File: config.mk
export PLATFORM = sky130hd
export DESIGN_NAME = bmws_regs
export DESIGN_NICKNAME = d
export VERILOG_FILES = /design/src/hw/rtl/bmws_pkg.sv /design/src/hw/rtl/bmws_regs.sv
export SDC_FILE = /design/constraint.sdc
export NUM_CORES = 1
export LEC_CHECK = 0
export ABC_AREA = 1
export BUFFER_PORTS_ARGS = -buffer_cell sky130_fd_sc_hd__clkbuf_2
export CORE_ASPECT_RATIO = 0.75
export CORE_MARGIN = 2
export CORE_UTILIZATION = 30
export CTS_BUF_LIST = sky130_fd_sc_hd__clkbuf_16
export CTS_CLUSTER_SIZE = 16
export DETAILED_ROUTE_END_ITERATION = 6
export GPL_TIMING_DRIVEN = 0
export SLEW_MARGIN = 20
export SYNTH_ARGS = -nofsm -noshare
export SYNTH_HDL_FRONTEND = slang
export SYNTH_SLANG_ARGS = --single-unit
File: constraint.sdc
create_clock -name clk -period 1.07 [get_ports clk]
set_input_delay 0.214 -clock clk [delete_from_list [all_inputs] [get_ports clk]]
set_output_delay 0.214 -clock clk [all_outputs]
set_load 0.03 [all_outputs]
File: src/hw/rtl/bmws_pkg.sv
package bmws_pkg;

    localparam logic [2:0] MODE_WR_BYTE = 3'd0;
    localparam logic [2:0] MODE_WR_WORD = 3'd1;
    localparam logic [2:0] MODE_RD_BYTE = 3'd2;
    localparam logic [2:0] MODE_RD_WORD = 3'd3;
    localparam logic [2:0] MODE_SEARCH  = 3'd4;

    localparam logic [1:0] STATUS_OK    = 2'd0;
    localparam logic [1:0] STATUS_OOB   = 2'd1;
    localparam logic [1:0] STATUS_RANGE = 2'd2;

    localparam logic [1:0] REG_PAT_LO = 2'd0;
    localparam logic [1:0] REG_PAT_HI = 2'd1;
    localparam logic [1:0] REG_MASK   = 2'd2;
    localparam logic [1:0] REG_LEN    = 2'd3;

    // reset fill, byte i holds entry i mod 4
    localparam logic [7:0] FILL_0 = 8'hde;
    localparam logic [7:0] FILL_1 = 8'had;
    localparam logic [7:0] FILL_2 = 8'hbe;
    localparam logic [7:0] FILL_3 = 8'hef;

    typedef struct packed {
        logic [63:0] pat_lo;
        logic [63:0] pat_hi;
        logic [15:0] mask;
        logic [4:0]  len;
    } cfg_t;

    typedef enum logic [1:0] {
        ST_IDLE,
        ST_READ,
        ST_SEARCH
    } state_t;

endpackage

File: src/hw/rtl/bmws_regs.sv
module bmws_regs (
    input  logic             clk,
    input  logic             rst_n,
    input  logic             psel,
    input  logic             penable,
    input  logic             pwrite,
    input  logic [4:0]       paddr,
    input  logic [63:0]      pwdata,
    output logic [63:0]      prdata,
    output logic             pready,
    output bmws_pkg::cfg_t   cfg
);
    import bmws_pkg::*;

    cfg_t cfg_reg;
    cfg_t cfg_next;
    logic wr_en;

    assign pready = 1'b1;
    assign wr_en  = psel && penable && pwrite && pready;
    assign cfg    = cfg_reg;

    always_comb
    begin
        cfg_next = cfg_reg;
        if (wr_en)
        begin
            case (paddr[4:3])
                REG_PAT_LO: cfg_next.pat_lo = pwdata;
                REG_PAT_HI: cfg_next.pat_hi = pwdata;
                REG_MASK:   cfg_next.mask   = pwdata[15:0];
                REG_LEN:    cfg_next.len    = pwdata[4:0];
                default:    cfg_next        = cfg_reg;
            endcase
        end
    end

    always_comb
    begin
        case (paddr[4:3])
            REG_PAT_LO: prdata = cfg_reg.pat_lo;
            REG_PAT_HI: prdata = cfg_reg.pat_hi;
            REG_MASK:   prdata = {48'd0, cfg_reg.mask};
            REG_LEN:    prdata = {59'd0, cfg_reg.len};
            default:    prdata = '0;
        endcase
    end

    always_ff @(posedge clk or negedge rst_n)
    begin
        if (!rst_n)
        begin
            cfg_reg <= '0;
        end
        else
        begin
            cfg_reg <= cfg_next;
        end
    end

endmodule

==> impl_metrics.json <==
{
  "wl_um": 29200,
  "finalCritPeriodShare": 1.34,
  "critical-path-max-stage-delay_ns": 0.41,
  "largest_register_ffs": 149,
  "required_ns": 0.86,
  "gr-total-overflow": 0,
  "ctsHtreeMaxLevel": 4,
  "drc": 0,
  "cp.buffers_inverters": 1,
  "final_core_util": 0.604,
  "post-place-ws_ns": -0.734,
  "design.core.area_um2": 21400,
  "finClkSkew_ns": 0,
  "rows": 46,
  "routedWlPerCell_um": 18.3,
  "crit_slowest_cell": "dfrtp_2",
  "status": "finished with violations",
  "power.leakage_nw": 6.85,
  "grt_usage": 0.238,
  "tightestPinTransition_ns": 0.568,
  "grt_start_max_net_pins": 85,
  "setup_violations": 213,
  "arrival_ns": 1.22,
  "hpwl_um": 17900,
  "worstSkewPairLatency_ns": 0.42,
  "violations": "negative hold slack, negative setup slack",
  "clock_path_buffers": 2,
  "p_per_area_nw_per_um2": 1960,
  "die-area_um2": 23200,
  "io_pins": 288,
  "vias_per_cell": 4.66,
  "grt_pass1_wl_um": 41800,
  "maxSlewViolCount": 0,
  "start_util": 0.309,
  "synth_area_leaders": "dfrtp_1 (57%), nand2_1 (36%), nand3_1 (2.0%)",
  "finalNonFillerCells": 1596,
  "yosys_warnings": 0,
  "max_freq_mhz": 698,
  "syn_area_um2": 6590,
  "place.gp.congestion": 0.823,
  "cap_violations": 0,
  "chipWidth_um": 175,
  "relSlewSlack": 0.621,
  "num_vias": 7445,
  "min_path_type": "input pin to asynchronous set/reset pin",
  "grt_pass1_vias": 6818,
  "hold_viol": 65,
  "area_delta_synth_final_pct": 95.5,
  "end_kind": "output port",
  "start_kind": "flop",
  "yosysTopAreaCell": "dfrtp_1",
  "syn_inst": 875,
  "path_class": "flop to output port",
  "yosysTopAreaCellShare": 0.565,
  "clk_pin_slew_ns": 0.07,
  "portBuffers": 283,
  "antenna_cells": 0,
  "nNetsFinal": 1369,
  "cpLargestDelayFamily": "flip-flops",
  "synth_seq_area_share": 0.565,
  "drive_gt1_frac": 0.466,
  "antenna_found_initial": 1,
  "synth_fp_nets": 949,
  "postCtsHoldBufs": 18,
  "cp_max_fo": 2,
  "synth.distinct_cells": 16,
  "die_h_um": 132,
  "rsz0062_at_grt": "yes",
  "avgSynthCellArea_um2": 7.54,
  "drtIter0Drc": 474,
  "vdd_drop_max_mv": 1.07,
  "clock_sinks": 149,
  "firstDrtPassIters": 6,
  "setup_ws_ns": -0.362,
  "cts_buffers": 17,
  "worstPathCellList": "nand3_1, nand4_1, clkbuf_8",
  "ys_seq_elements": 149,
  "ant_nets": 0,
  "clockRootBuffer": "clkbuf_16",
  "hold_ws_ns": -0.230,
  "min_period_ns": 1.43,
  "cts_tree": "yes",
  "placed_cells": 1447
}
[cell type report]
| class | count | area, µm² |
|---|---|---|
| buffer | 43 | 442 |
| clock buffer | 17 | 425 |
| inverter | 6 | 40.0 |
| fill | 1692 | 8460 |
| sequential | 149 | 3760 |
| tap | 288 | 360 |
| multi-input combinational | 677 | 3120 |
| timing repair buffer | 401 | 4600 |
| clock inverter | 15 | 133 |
[cell families after synthesis]
kind of cell,after synthesis,synth area share
buffers and inverters,49,0.0372
flip-flops,149,0.565
other,1,0.000569
AND/OR/NAND/NOR,676,0.397
[cells in the mapped netlist]
cell type,instances
nand2_1,635
dfrtp_1,149
nand3_1,26
buf_2,25
buf_4,8
clkbuf_1,8
nand4_1,5
inv_1,3
inv_2,3
nand2_2,3
buf_1,2
nor2_1,2
nor2_2,2
nor2_4,2
conb_1,1
nand3_2,1
[cells in the final DEF (no fill, tap or decap), drive strengths merged]
| cell | Yosys | routed |
|---|---|---|
| buf | 35 | 255 |
| bufinv | 0 | 1 |
| clkbuf | 8 | 188 |
| clkinv | 0 | 3 |
| clkinvlp | 0 | 5 |
| conb | 1 | 1 |
| dfrtp | 149 | 149 |
| dlygate4sd3 | 0 | 18 |
| inv | 6 | 12 |
| nand2 | 638 | 638 |
| nand3 | 27 | 27 |
| nand4 | 5 | 5 |
| nor2 | 6 | 6 |
[stage by stage]
| step | setup TNS (ns) | area, µm² | power (mW) | hold slack [ns] |
|---|---|---|---|---|
| finish | -46.52 | 12900 | 25.3 | -0.230 |
| detailed placement | -100.72 | 8890 | 14.9 | 0.250 |
| floorplan | -0.196 | 7080 | 12.3 | -0.0816 |
| global route | -56.21 | 12900 | 26.3 | -0.199 |
| CTS | -51.62 | 12100 | 23.8 | -0.211 |
| global placement | -540.82 | 8860 | 14.8 | 0.433 |
[repair_timing]
action / in CTS / in global routing
pin swaps: 49 / 28
endpoints found under the setup margin: 273 / 273
resized for setup: 505 / 177
hold endpoints to repair: 87 / 65
setup buffers: 39 / 56
cloned: 4 / 0
[per-layer routing]
| layer | vias up | part of all wire | global-route usage |
|---|---|---|---|
| met2 | 317 | 0.47 | 0.375 |
| met5 | - | 0.00045 | 0 |
| li1 | 3491 | - | - |
| met3 | 17 | 0.086 | 0.0730 |
| met1 | 3618 | 0.43 | 0.328 |
| met4 | 2 | 0.0060 | 0.0417 |
[worst paths after layout]
path	startpoint	to	slack [ns]	cells after the start
worst max register to register	cfg[84]	cfg[84]	0.17	4
max in group asynchronous	rst_n	cfg[73]	0.42	2
worst max-delay path	cfg[0]	prdata[0]	-0.36	3
worst min-delay path	rst_n	cfg[101]	-0.23	1
worst min register to register	cfg[86]	cfg[86]	0.51	2
min in group clk	pwdata[35]	cfg[56]	0.01	3
[where the power goes]
| part | switching, mW | internal [mW] | total [mW] |
|---|---|---|---|
| Clock | 2.55 | 3.21 | 5.77 |
| Combinational | 5.73 | 5.57 | 11.3 |
| Sequential | 1.38 | 6.83 | 8.21 |
| Total | 9.67 | 15.6 | 25.3 |
(Power assumes the default switching activity.)
