$ cat src/hw/rtl/bmws_pkg.sv
package bmws_pkg;

    localparam logic [2:0] MODE_WR_BYTE = 3'd0;
    localparam logic [2:0] MODE_WR_WORD = 3'd1;
    localparam logic [2:0] MODE_RD_BYTE = 3'd2;
    localparam logic [2:0] MODE_RD_WORD = 3'd3;
    localparam logic [2:0] MODE_SEARCH  = 3'd4;

    localparam logic [1:0] STATUS_OK    = 2'd0;
    localparam logic [1:0] STATUS_OOB   = 2'd1;
    localparam logic [1:0] STATUS_RANGE = 2'd2;

    localparam logic [1:0] REG_PAT_LO = 2'd0;
    localparam logic [1:0] REG_PAT_HI = 2'd1;
    localparam logic [1:0] REG_MASK   = 2'd2;
    localparam logic [1:0] REG_LEN    = 2'd3;

    // reset fill, byte i holds entry i mod 4
    localparam logic [7:0] FILL_0 = 8'hde;
    localparam logic [7:0] FILL_1 = 8'had;
    localparam logic [7:0] FILL_2 = 8'hbe;
    localparam logic [7:0] FILL_3 = 8'hef;

    typedef struct packed {
        logic [63:0] pat_lo;
        logic [63:0] pat_hi;
        logic [15:0] mask;
        logic [4:0]  len;
    } cfg_t;

    typedef enum logic [1:0] {
        ST_IDLE,
        ST_READ,
        ST_SEARCH
    } state_t;

endpackage

$ cat src/hw/rtl/bmws_ctrl.sv
module bmws_ctrl #(
    parameter int  MEM_SIZE    = 65536,
    parameter int  PATTERN_MAX = 16,
    localparam int HALF        = MEM_SIZE / 2 + 1,
    localparam int IW          = $clog2(HALF)
) (
    input  logic            clk,
    input  logic            rst_n,
    input  bmws_pkg::cfg_t  cfg,
    input  logic            clr_busy,
    input  logic            in_valid,
    output logic            in_stall,
    input  logic [2:0]      mode,
    input  logic [15:0]     address,
    input  logic [16:0]     end_offset,
    input  logic            whole_memory,
    input  logic [15:0]     write_data,
    output logic            out_valid,
    input  logic            out_stall,
    output logic [15:0]     read_data,
    output logic            found,
    output logic [15:0]     found_offset,
    output logic [1:0]      status,
    output logic            ev_we,
    output logic [IW-1:0]   ev_widx,
    output logic [7:0]      ev_wdata,
    output logic            ev_re,
    output logic [IW-1:0]   ev_ridx,
    input  logic [7:0]      ev_rdata,
    output logic            od_we,
    output logic [IW-1:0]   od_widx,
    output logic [7:0]      od_wdata,
    output logic            od_re,
    output logic [IW-1:0]   od_ridx,
    input  logic [7:0]      od_rdata
);
    import bmws_pkg::*;

    localparam int CW = ($clog2(MEM_SIZE + 2) > 17) ? $clog2(MEM_SIZE + 2) : 17;

    state_t          state_reg;
    state_t          state_next;

    logic            acc;
    logic            out_free;
    logic [CW-1:0]   a_ext;
    logic [CW-1:0]   a_p1;
    logic            byte_oob;
    logic            word_oob;
    logic [4:0]      len_sat;
    logic [CW-1:0]   s_start;
    logic [CW-1:0]   s_end;
    logic            s_empty;
    logic            s_short;
    logic            go_read;
    logic            go_search;
    logic            wr_byte;
    logic            wr_word;
    logic [CW-1:0]   ra;
    logic [CW-1:0]   ra_p1;
    logic            issue;

    logic [CW-1:0]   q_reg;
    logic [CW-1:0]   last_reg;
    logic [CW-1:0]   first_reg;
    logic            s1_valid_reg;
    logic [CW-1:0]   s1_q_reg;
    logic            s2_valid_reg;
    logic [CW-1:0]   s2_q_reg;
    logic [7:0]      win_reg [PATTERN_MAX];
    logic [7:0]      s1_byte;
    logic [127:0]    pat_all;
    logic [7:0]      apat [PATTERN_MAX];
    logic            awild [PATTERN_MAX];
    logic            hit;
    logic            s_match;
    logic            s_done;
    logic [CW-1:0]   match_pos;

    logic            rd_odd_reg;
    logic            rd_word_reg;
    logic [7:0]      rd_lo;
    logic [7:0]      rd_hi;

    logic            ld;
    logic [15:0]     ld_rdata;
    logic            ld_found;
    logic [15:0]     ld_off;
    logic [1:0]      ld_status;

    logic            out_valid_reg;
    logic            out_valid_next;
    logic [15:0]     read_data_reg;
    logic            found_reg;
    logic [15:0]     found_offset_reg;
    logic [1:0]      status_reg;

    // transaction decode
    assign out_free = !out_valid_reg || !out_stall;
    assign in_stall = !((state_reg == ST_IDLE) && !clr_busy && out_free);
    assign acc      = in_valid && !in_stall;

    assign a_ext    = CW'(address);
    assign a_p1     = a_ext + 1'b1;
    assign byte_oob = a_ext >= CW'(MEM_SIZE);
    assign word_oob = a_p1 >= CW'(MEM_SIZE);
    assign len_sat  = (cfg.len > 5'(PATTERN_MAX)) ? 5'(PATTERN_MAX) : cfg.len;

    always_comb
    begin
        if (whole_memory)
        begin
            s_start = '0;
            s_end   = CW'(MEM_SIZE - 1);
        end
        else
        begin
            s_start = a_ext;
            s_end   = (CW'(end_offset) < CW'(MEM_SIZE)) ? CW'(end_offset) : CW'(MEM_SIZE);
        end
    end

    assign s_empty   = s_start >= s_end;
    assign s_short   = (s_start + CW'(len_sat)) >= s_end;
    assign go_read   = ((mode == MODE_RD_BYTE) && !byte_oob) ||
                       ((mode == MODE_RD_WORD) && !word_oob);
    assign go_search = (mode == MODE_SEARCH) && !s_empty && (len_sat != 5'd0) && !s_short;
    assign wr_byte   = acc && (mode == MODE_WR_BYTE) && !byte_oob;
    assign wr_word   = acc && (mode == MODE_WR_WORD) && !word_oob;

    // even bank holds byte 2k at row k, odd bank byte 2k+1
    assign ev_widx  = a_p1[IW:1];
    assign od_widx  = a_ext[IW:1];
    assign ev_we    = wr_word || (wr_byte && !address[0]);
    assign od_we    = wr_word || (wr_byte && address[0]);
    assign ev_wdata = (wr_word && address[0]) ? write_data[15:8] : write_data[7:0];
    assign od_wdata = (wr_word && !address[0]) ? write_data[15:8] : write_data[7:0];

    assign ra      = (state_reg == ST_IDLE) ? a_ext : q_reg;
    assign ra_p1   = ra + 1'b1;
    assign ev_ridx = ra_p1[IW:1];
    assign od_ridx = ra[IW:1];
    assign issue   = (state_reg == ST_SEARCH) && (q_reg <= last_reg) && !s_done;
    assign ev_re   = (acc && go_read) || issue;
    assign od_re   = ev_re;

    assign rd_lo = rd_odd_reg ? od_rdata : ev_rdata;
    assign rd_hi = rd_odd_reg ? ev_rdata : od_rdata;

    // pattern aligned to the window, newest byte in entry 0
    assign pat_all = {cfg.pat_hi, cfg.pat_lo};

    always_comb
    begin
        logic [4:0] pidx;
        pidx = '0;
        for (int k = 0; k < PATTERN_MAX; k++)
        begin
            pidx = len_sat - 5'(k) - 5'd1;
            if (5'(k) < len_sat)
            begin
                apat[k]  = pat_all[{pidx[3:0], 3'b000} +: 8];
                awild[k] = cfg.mask[pidx[3:0]];
            end
            else
            begin
                apat[k]  = '0;
                awild[k] = 1'b1;
            end
        end
    end

    always_comb
    begin
        hit = 1'b1;
        for (int k = 0; k < PATTERN_MAX; k++)
        begin
            hit = hit & (awild[k] | (win_reg[k] == apat[k]));
        end
    end

    assign s1_byte   = s1_q_reg[0] ? od_rdata : ev_rdata;
    assign s_match   = s2_valid_reg && (s2_q_reg >= first_reg) && hit;
    assign s_done    = (state_reg == ST_SEARCH) &&
                       (s_match || (s2_valid_reg && (s2_q_reg == last_reg)));
    assign match_pos = s2_q_reg - CW'(len_sat) + 1'b1;

    // next state
    always_comb
    begin
        state_next = state_reg;
        case (state_reg)
            ST_IDLE:
            begin
                if (acc && go_read)
                begin
                    state_next = ST_READ;
                end
                else if (acc && go_search)
                begin
                    state_next = ST_SEARCH;
                end
            end
            ST_READ:   state_next = ST_IDLE;
            ST_SEARCH:
            begin
                if (s_done)
                begin
                    state_next = ST_IDLE;
                end
            end
            default:   state_next = ST_IDLE;
        endcase
    end

    // result load
    always_comb
    begin
        ld        = 1'b0;
        ld_rdata  = '0;
        ld_found  = 1'b0;
        ld_off    = '0;
        ld_status = STATUS_OK;
        case (state_reg)
            ST_IDLE:
            begin
                if (acc && !go_read && !go_search)
                begin
                    ld = 1'b1;
                    case (mode)
                        MODE_WR_BYTE, MODE_RD_BYTE:
                        begin
                            if (byte_oob)
                            begin
                                ld_status = STATUS_OOB;
                            end
                        end
                        MODE_WR_WORD, MODE_RD_WORD:
                        begin
                            if (word_oob)
                            begin
                                ld_status = STATUS_OOB;
                            end
                        end
                        MODE_SEARCH:
                        begin
                            if (s_empty)
                            begin
                                ld_status = STATUS_RANGE;
                            end
                            else if (len_sat == 5'd0)
                            begin
                                ld_found = 1'b1;
                                ld_off   = s_start[15:0];
                            end
                        end
                        default: ld_status = STATUS_OK;
                    endcase
                end
            end
            ST_READ:
            begin
                ld       = 1'b1;
                ld_rdata = rd_word_reg ? {rd_hi, rd_lo} : {8'd0, rd_lo};
            end
            ST_SEARCH:
            begin
                if (s_done)
                begin
                    ld       = 1'b1;
                    ld_found = s_match;
                    ld_off   = s_match ? match_pos[15:0] : 16'd0;
                end
            end
            default: ld = 1'b0;
        endcase
    end

    assign out_valid_next = ld || (out_valid_reg && out_stall);

    always_ff @(posedge clk or negedge rst_n)
    begin
        if (!rst_n)
        begin
            state_reg     <= ST_IDLE;
            out_valid_reg <= 1'b0;
            s1_valid_reg  <= 1'b0;
            s2_valid_reg  <= 1'b0;
        end
        else
        begin
            state_reg     <= state_next;
            out_valid_reg <= out_valid_next;
            s1_valid_reg  <= issue;
            s2_valid_reg  <= s1_valid_reg && (state_reg == ST_SEARCH) && !s_done;
        end
    end

    always_ff @(posedge clk)
    begin
        if (ld)
        begin
            read_data_reg    <= ld_rdata;
            found_reg        <= ld_found;
            found_offset_reg <= ld_off;
            status_reg       <= ld_status;
        end
        if (acc && go_read)
        begin
            rd_odd_reg  <= address[0];
            rd_word_reg <= (mode == MODE_RD_WORD);
        end
        if (acc && go_search)
        begin
            q_reg     <= s_start;
            last_reg  <= s_end - CW'(2);
            first_reg <= s_start + CW'(len_sat) - 1'b1;
        end
        else if (issue)
        begin
            q_reg <= q_reg + 1'b1;
        end
        s1_q_reg <= q_reg;
        s2_q_reg <= s1_q_reg;
        if (s1_valid_reg)
        begin
            win_reg[0] <= s1_byte;
            for (int k = 1; k < PATTERN_MAX; k++)
            begin
                win_reg[k] <= win_reg[k-1];
            end
        end
    end

    assign out_valid    = out_valid_reg;
    assign read_data    = read_data_reg;
    assign found        = found_reg;
    assign found_offset = found_offset_reg;
    assign status       = status_reg;

endmodule

$ cat config.mk
export PLATFORM = sky130hd
export DESIGN_NAME = bmws_ctrl
export DESIGN_NICKNAME = d
export VERILOG_FILES = /design/src/hw/rtl/bmws_pkg.sv /design/src/hw/rtl/bmws_ctrl.sv
export SDC_FILE = /design/constraint.sdc
export NUM_CORES = 1
export LEC_CHECK = 0
export BUFFER_PORTS_ARGS = -buffer_cell sky130_fd_sc_hd__buf_2
export CORE_ASPECT_RATIO = 2
export CORE_UTILIZATION = 40
export DETAILED_ROUTE_END_ITERATION = 6
export GPL_TIMING_DRIVEN = 0
export SLEW_MARGIN = 25
export SYNTH_ARGS = -nofsm -noshare
export SYNTH_HDL_FRONTEND = slang
export SYNTH_SLANG_ARGS = --single-unit
$ cat constraint.sdc
create_clock -name clk -period 9.9 [get_ports clk]
set_input_delay 1.485 -clock clk [delete_from_list [all_inputs] [get_ports clk]]
set_output_delay 1.485 -clock clk [all_outputs]
set_load 0.1 [all_outputs]
==> results.md, run 1 <==
- The top cell type's share of synthesized area is 24.73%.
- The synthesized instance count is 2809.
- The dominant register cell in the synthesized netlist is edfxtp_1.
- The tool reported: "[ERROR GRT-0116] Global routing finished with congestion. Check the congestion regions in the DRC Viewer".
- The run stopped with a tool error.
- The flow halted during global routing.
- Counting distinct cell types in the post-synthesis netlist gives 111.
- The number of cell rows is 132.
- Pin placement for this block handled 344 I/O pins.
- Entering global routing, the biggest net connects 47 pins.
- The CTS sink count is 255.
- Buffers placed on the I/O ports in this run total 336.
- Counting the buffers created by CTS gives 21.
- Buffers inserted to repair hold after CTS numbered 0.
- Of all cell types, the one taking the most synthesized area is edfxtp_1.
- The die is 183.1 µm wide.
- The number of nets handed over by synthesis was 3134.
- Ranked by total cell area, the synthesized netlist is headed by edfxtp_1 (25%), mux2i_1 (9.4%), mux4_2 (5.9%).
- The combined area of all synthesized cells is 0.02623 mm².
- Timing analysis after detailed placement gives a worst setup slack of -2.133 ns.
- The initial utilization of the core area, before any placement, comes to 40.51%.
- At the end of routability-driven placement, the weighted congestion stood at 1.261.
- The warning count from the yosys run is 0.
- CTS built an H-tree with a depth of 1.
- The register bit total from synthesis is 255.
- The via count of the first global-routing pass is 37930.
- The buffer cell driving the clock tree root is clkbuf_16.
- Global routing consumed, over all layers together, 76.22% of the routing resources.
- The synthesized design contains 216 enable-type register cells.
- The number of placed instances, taps included, is 4035.
- The first global-routing pass estimated 371500 µm of wire.
- The total grt overflow is 1907.
- The average instance in the mapped netlist occupies 9.337 µm².
- Once detailed placement completed, the half-perimeter wirelength came to 164000 µm.
- Summing the sequential cell areas from Yosys gives 27.80% of the chip area.
- The proportion of synthesized flip-flops having asynchronous set or reset is 1.961%.
- In this run the deepest clock path goes through 3 buffers.
- The floorplan step set the die height to 364.1 µm.
logic make-up after synthesis:
group | after synthesis | share of synthesized area, %
other cells | 1 | 0.01430
buf+inv | 306 | 5.672
mux | 411 | 19.67
simple gates | 871 | 18.12
fa+ha+maj | 102 | 4.923
xor+xnor | 183 | 6.140
compound gates | 680 | 17.66
flops | 255 | 27.80
per-stage QoR:
step                cell area, µm²  util [%]  TNS [ns]
CTS                          30350     46.88         0
floorplan                    26230         -         0
global placement             29000     44.79   -314.20
detailed placement           29430     45.46    -88.17
Yosys cell counts (13+ instances only):
cell type,n
nand3_1,76
a22oi_1,43
nor3_1,165
nand2b_1,28
nor2_1,137
nand4_1,36
mux4_2,69
o21ai_0,118
xnor2_1,96
or2_2,23
o22ai_1,87
or4_1,18
xor2_1,86
ha_1,100
nor2b_1,62
mux2i_1,246
a22o_1,19
buf_4,29
and3_1,18
nor4b_1,38
buf_1,20
dfxtp_1,34
o32ai_1,41
inv_1,102
nand2_1,135
o211ai_1,19
buf_6,17
o21a_1,23
nand3b_1,13
buf_2,58
edfxtp_1,216
clkbuf_1,72
nor4_1,54
mux2_2,90
a211oi_1,15
o21bai_1,13
a21oi_1,118
a21o_1,39
per-layer routing:
layer  GRT overflow  GRT usage (%)
met2           1301          98.78
met5              4          20.30
met1             25          72.76
met3             32          56.74
met4            545          79.97
what timing repair did:
action / 4_1_cts
endpoints found under the setup margin: 80
gates resized for setup: 50
endpoints found under the hold margin: 0
pin swaps: 1
buffers inserted: 4
==> run 2: changes to the inputs <==
--- a/config.mk
+++ b/config.mk
@@ -6,10 +6,10 @@
 export NUM_CORES = 1
 export LEC_CHECK = 0
 export BUFFER_PORTS_ARGS = -buffer_cell sky130_fd_sc_hd__buf_2
-export CORE_ASPECT_RATIO = 2
-export CORE_UTILIZATION = 40
+export CORE_UTILIZATION = 25
 export DETAILED_ROUTE_END_ITERATION = 6
 export GPL_TIMING_DRIVEN = 0
+export PLACE_DENSITY_LB_ADDON = 0.15
 export SLEW_MARGIN = 25
 export SYNTH_ARGS = -nofsm -noshare
 export SYNTH_HDL_FRONTEND = slang
==> results.md, run 2 <==
- The run finished, with violations left.
- The checks that failed: design-rule violations, negative setup slack.
- The switching power summed over all nets is 3.680 mW.
- The setup path with the least slack is of type input pin to output pin.
- The highest achievable clock rate is 99.79 MHz.
- The leakage power of the design is 12.15 nW.
- The floorplan step defined a core boundary enclosing 0.1038 mm².
- The proportion of synthesized flip-flops having asynchronous set or reset is 1.961% (unchanged).
- The share of the core filled with cells in the final layout is 30.14%.
- The total cell area at the placement stage is 0.02989 mm² (+1.6%).
- The clock power share is 16.8%.
- The cell type with the largest total area after synthesis is edfxtp_1.
- Ranked by total cell area, the synthesized netlist is headed by edfxtp_1 (25%), mux2i_1 (9.4%), mux4_2 (5.9%).
- Clock skew on the completed layout was measured at 0.01566 ns.
- The transition at the pin with the smallest max-transition slack is 1.205 ns.
- The cell-internal power is 3.525 mW.
- The H-tree level count is 1 (unchanged).
- The count of nets left with antenna violations once routing finished came out at 0.
- In this run the number of cells on the critical path is 22.
- After clock tree synthesis, the clock-pin slew on the worst setup and hold paths is 0.06 ns.
- By count the netlist is led by mux2i_1 (246), edfxtp_1 (216), nor3_1 (165).
- The final route contains 28070 vias.
- The number of setup violations in the final report is 2.
- Data arrives at the worst endpoint at 8.54 ns.
- The post-synthesis area per instance came to 9.337 µm² (unchanged).
- The number of placed instances, taps included is 4537 (+12%).
- The maximum root-to-sink buffer count came to 3 (unchanged).
- The count of distinct cell types in the synthesized netlist came to 111 (unchanged).
- The final routed wire length divided by cell count is 38.43 µm.
- After detailed routing, the number of remaining DRC violations is 1.
- By instance count, the leading cell after synthesis is mux2i_1.
- The total of fill cells in the finished design is 11040.
- In this run the critical register-to-register path is captured at found_offset[3]$_DFFE_PP_.
- In the layout the commonest cells are buf_2 (396), mux2i_1 (234), edfxtp_1 (216).
- Global routing used 32.19% of the available tracks.
- The via count of the first global-routing pass is 26810.
- The maximum vdd ir drop is 0.0004807 V.
- The number of maximum-capacitance violations is 0.
- The top cell type's share of synthesized area came to 24.73% (unchanged).
- The placement-stage worst setup slack is -2.547 ns (-0.4143 ns).
- The total CTS buffers is 31 (+48%).
- The final-report max-slew violation count was 0.
- In this run the worst setup path begins at cfg[1].
- The cell repeated most along the worst path is buf_2.
- The nature of the critical path endpoint is an output pin.
- Subtracting the final worst setup slack from the clock period gives 10.02 ns.
- The pre-antenna-repair detailed-routing pass consisted of 7 iterations.
- For the worst setup path, the data required time is 8.42 ns.
- The cell area power density is 230.3 mW/mm².
- The worst relative slew slack is 19.68%.
- The post-synthesis to final-layout area growth is 19.26%.
- The share of total power dissipated in combinational logic is 51.9%.
- The total grt overflow is 0.
- The number of cell rows is 118 (-11%).
- The slowest cell on the critical path is mux2i_1.
- Final hold analysis gives a worst-case slack of 0.3215 ns.
- The worst setup path is launched from an input pin.
- The combined area of all synthesized cells was 0.02623 mm² (unchanged).
- The path category of the worst min-delay check is register to register.
- The synthesized net count is 3134 (unchanged).
- The die covers 0.1062 mm².
- Of the total power, the share spent switching nets is 51.08%.
- The HPWL reported at the end of detailed placement came to 142300 µm (-13%).
- In this run, the number of DRC markers left after iteration 0 of detailed routing was 3724.
- The leading cell type in the layout, fill and taps excluded is buf_2.
- The synthesized instance count is 2809 (unchanged).
- In the final layout, the multi-input gates occupy 0.01775 mm².
- The routed design has 176900 µm of wire.
- The fraction of the yosys area taken by sequential cells is 27.80% (unchanged).
- TritonCTS built the clock tree.
- The number of flops mapped to enable cells by yosys came to 216 (unchanged).
- The number of buffers added on ports came to 336 (unchanged).
- Setup repair after global routing could not meet its margin everywhere.
- The initial antenna violation count is 15.
- The layout cell share with drive strength beyond 1 is 24.77%.
- Registers take 0.007296 mm².
- Using the TritonRoute via totals, the vias-per-cell ratio works out to 6.100.
- The startpoint of the worst register-to-register path is win_reg[1][56]$_DFFE_PP_.
- The flip-flop count of the largest register after layout is 128.
- The final layout net count is 3515.
- The number of standard cells in the layout, taps in and fillers out is 4602.
- The tree is rooted in a clkbuf_16.
- The number of failing hold endpoints at the final stage was 0.
- The signal on the critical path passes through buf_2, buf_4, nor2b_2, buf_2, clkbuf_4, buf_6, buf_6, ha_2, inv_2, nand3_1, buf_4, buf_2, mux2i_1, o22ai_1, a31oi_2, xnor2_1, a32oi_1, o31ai_1, nor3b_4, o21bai_1, buf_4, buf_2.
- The power share of the sequential group is 31.3%.
- The final critical-path share of the clock period is 101.2%.
- The final estimated routing congestion in global placement is 1.099 (-13%).
- Entering global routing, the biggest net connects 50 pins.
- The critical path contains buffers and inverters numbering 11 combined.
- The width of the chip is 325.9 µm (+78%).
- The top fanout value on the critical path is 12.
- Clock latency on the worst-skew pair, taken at its later pin, is 0.60 ns.
- The y dimension of the die came to 325.9 µm (-10%).
- Measured in cells, the most critical reg-to-reg path has a length of 12.
- For this run, the slowest stage of the critical path takes 0.63 ns.
- The final design area excluding fillers is 0.03128 mm².
- The CTS sink count is 255 (unchanged).
- The warning count from the yosys run is 0 (unchanged).
- Adding up every negative setup slack in the final design gives -0.1309 ns.
- The sum of internal, switching and leakage power is 7.205 mW.
- The endpoint of the most critical setup path is od_re.
- In the synthesized netlist the dominant register cell turns out to be edfxtp_1.
- The register bit total from synthesis was 255 (unchanged).
- In this run the register-to-register setup slack is 4.80 ns.
- The first global-routing pass estimated 235200 µm of wire.
- The setup slack after layout is -0.1214 ns.
- The effective utilization at floorplan came to 25.27% (-15 points).
- The I/O pin count is 344 (unchanged).
- In this design, the largest share of critical-path delay is due to buffers and inverters.
[run 2: layout make-up]
type | instances | share of cell area, %
flip-flops and latches | 255 | 23.32
diodes | 8 | 0.06400
multi-input cells | 2248 | 56.74
repair buffers | 350 | 5.932
clock buffers | 36 | 2.708
inverters | 106 | 1.304
clock inverters | 21 | 0.7120
well taps | 1380 | 5.520
plain buffers | 198 | 3.692
[run 2: repair_timing]
action	CTS	global route
resized for setup	65	11
endpoints found under the setup margin	73	30
buffers inserted	2	0
hold buffers	0	0
pin swaps	1	0
[run 2: per-layer routing]
metal	wire length [µm]	share of wire [%]	GRT usage (%)	vias to the layer above
li1	-	-	-	11690
met1	70190	40	40.15	13750
met2	72640	41	47.39	2084
met3	18930	11	9.767	522
met4	14980	8.5	22.18	18
met5	113	0.064	0	-
[run 2: power by group through the flow]
stage / registers, mW / logic, mW / clock network [mW]
floorplan: 2.09 / 2.44 / 0
global placement: 2.38 / 3.52 / 0
detailed placement: 2.27 / 3.62 / 0
CTS: 2.25 / 3.67 / 1.24
global route: 2.29 / 3.92 / 1.28
finish: 2.25 / 3.74 / 1.21
[run 2: cells by family after synthesis]
kind of cell    after synthesis  share of synthesized area [%]
xor+xnor                    183                          6.140
buf+inv                     306                          5.672
fa+ha+maj                   102                          4.923
simple gates                871                          18.12
flops                       255                          27.80
mux                         411                          19.67
other cells                   1                        0.01430
compound gates              680                          17.66
[run 2: worst min path at each step]
stage                            to  cells after the start                  from
6_report        s2_q_reg[5]$_DFF_P_                      0   s1_q_reg[5]$_DFF_P_
2_1_floorplan  s2_q_reg[10]$_DFF_P_                      0  s1_q_reg[10]$_DFF_P_
3_3_place_gp    s2_q_reg[6]$_DFF_P_                      0   s1_q_reg[6]$_DFF_P_
3_5_place_dp   s2_q_reg[10]$_DFF_P_                      0  s1_q_reg[10]$_DFF_P_
5_1_grt         s2_q_reg[6]$_DFF_P_                      0   s1_q_reg[6]$_DFF_P_
4_1_cts         s2_q_reg[5]$_DFF_P_                      0   s1_q_reg[5]$_DFF_P_
Note: power is estimated with default switching activity, not from simulation.
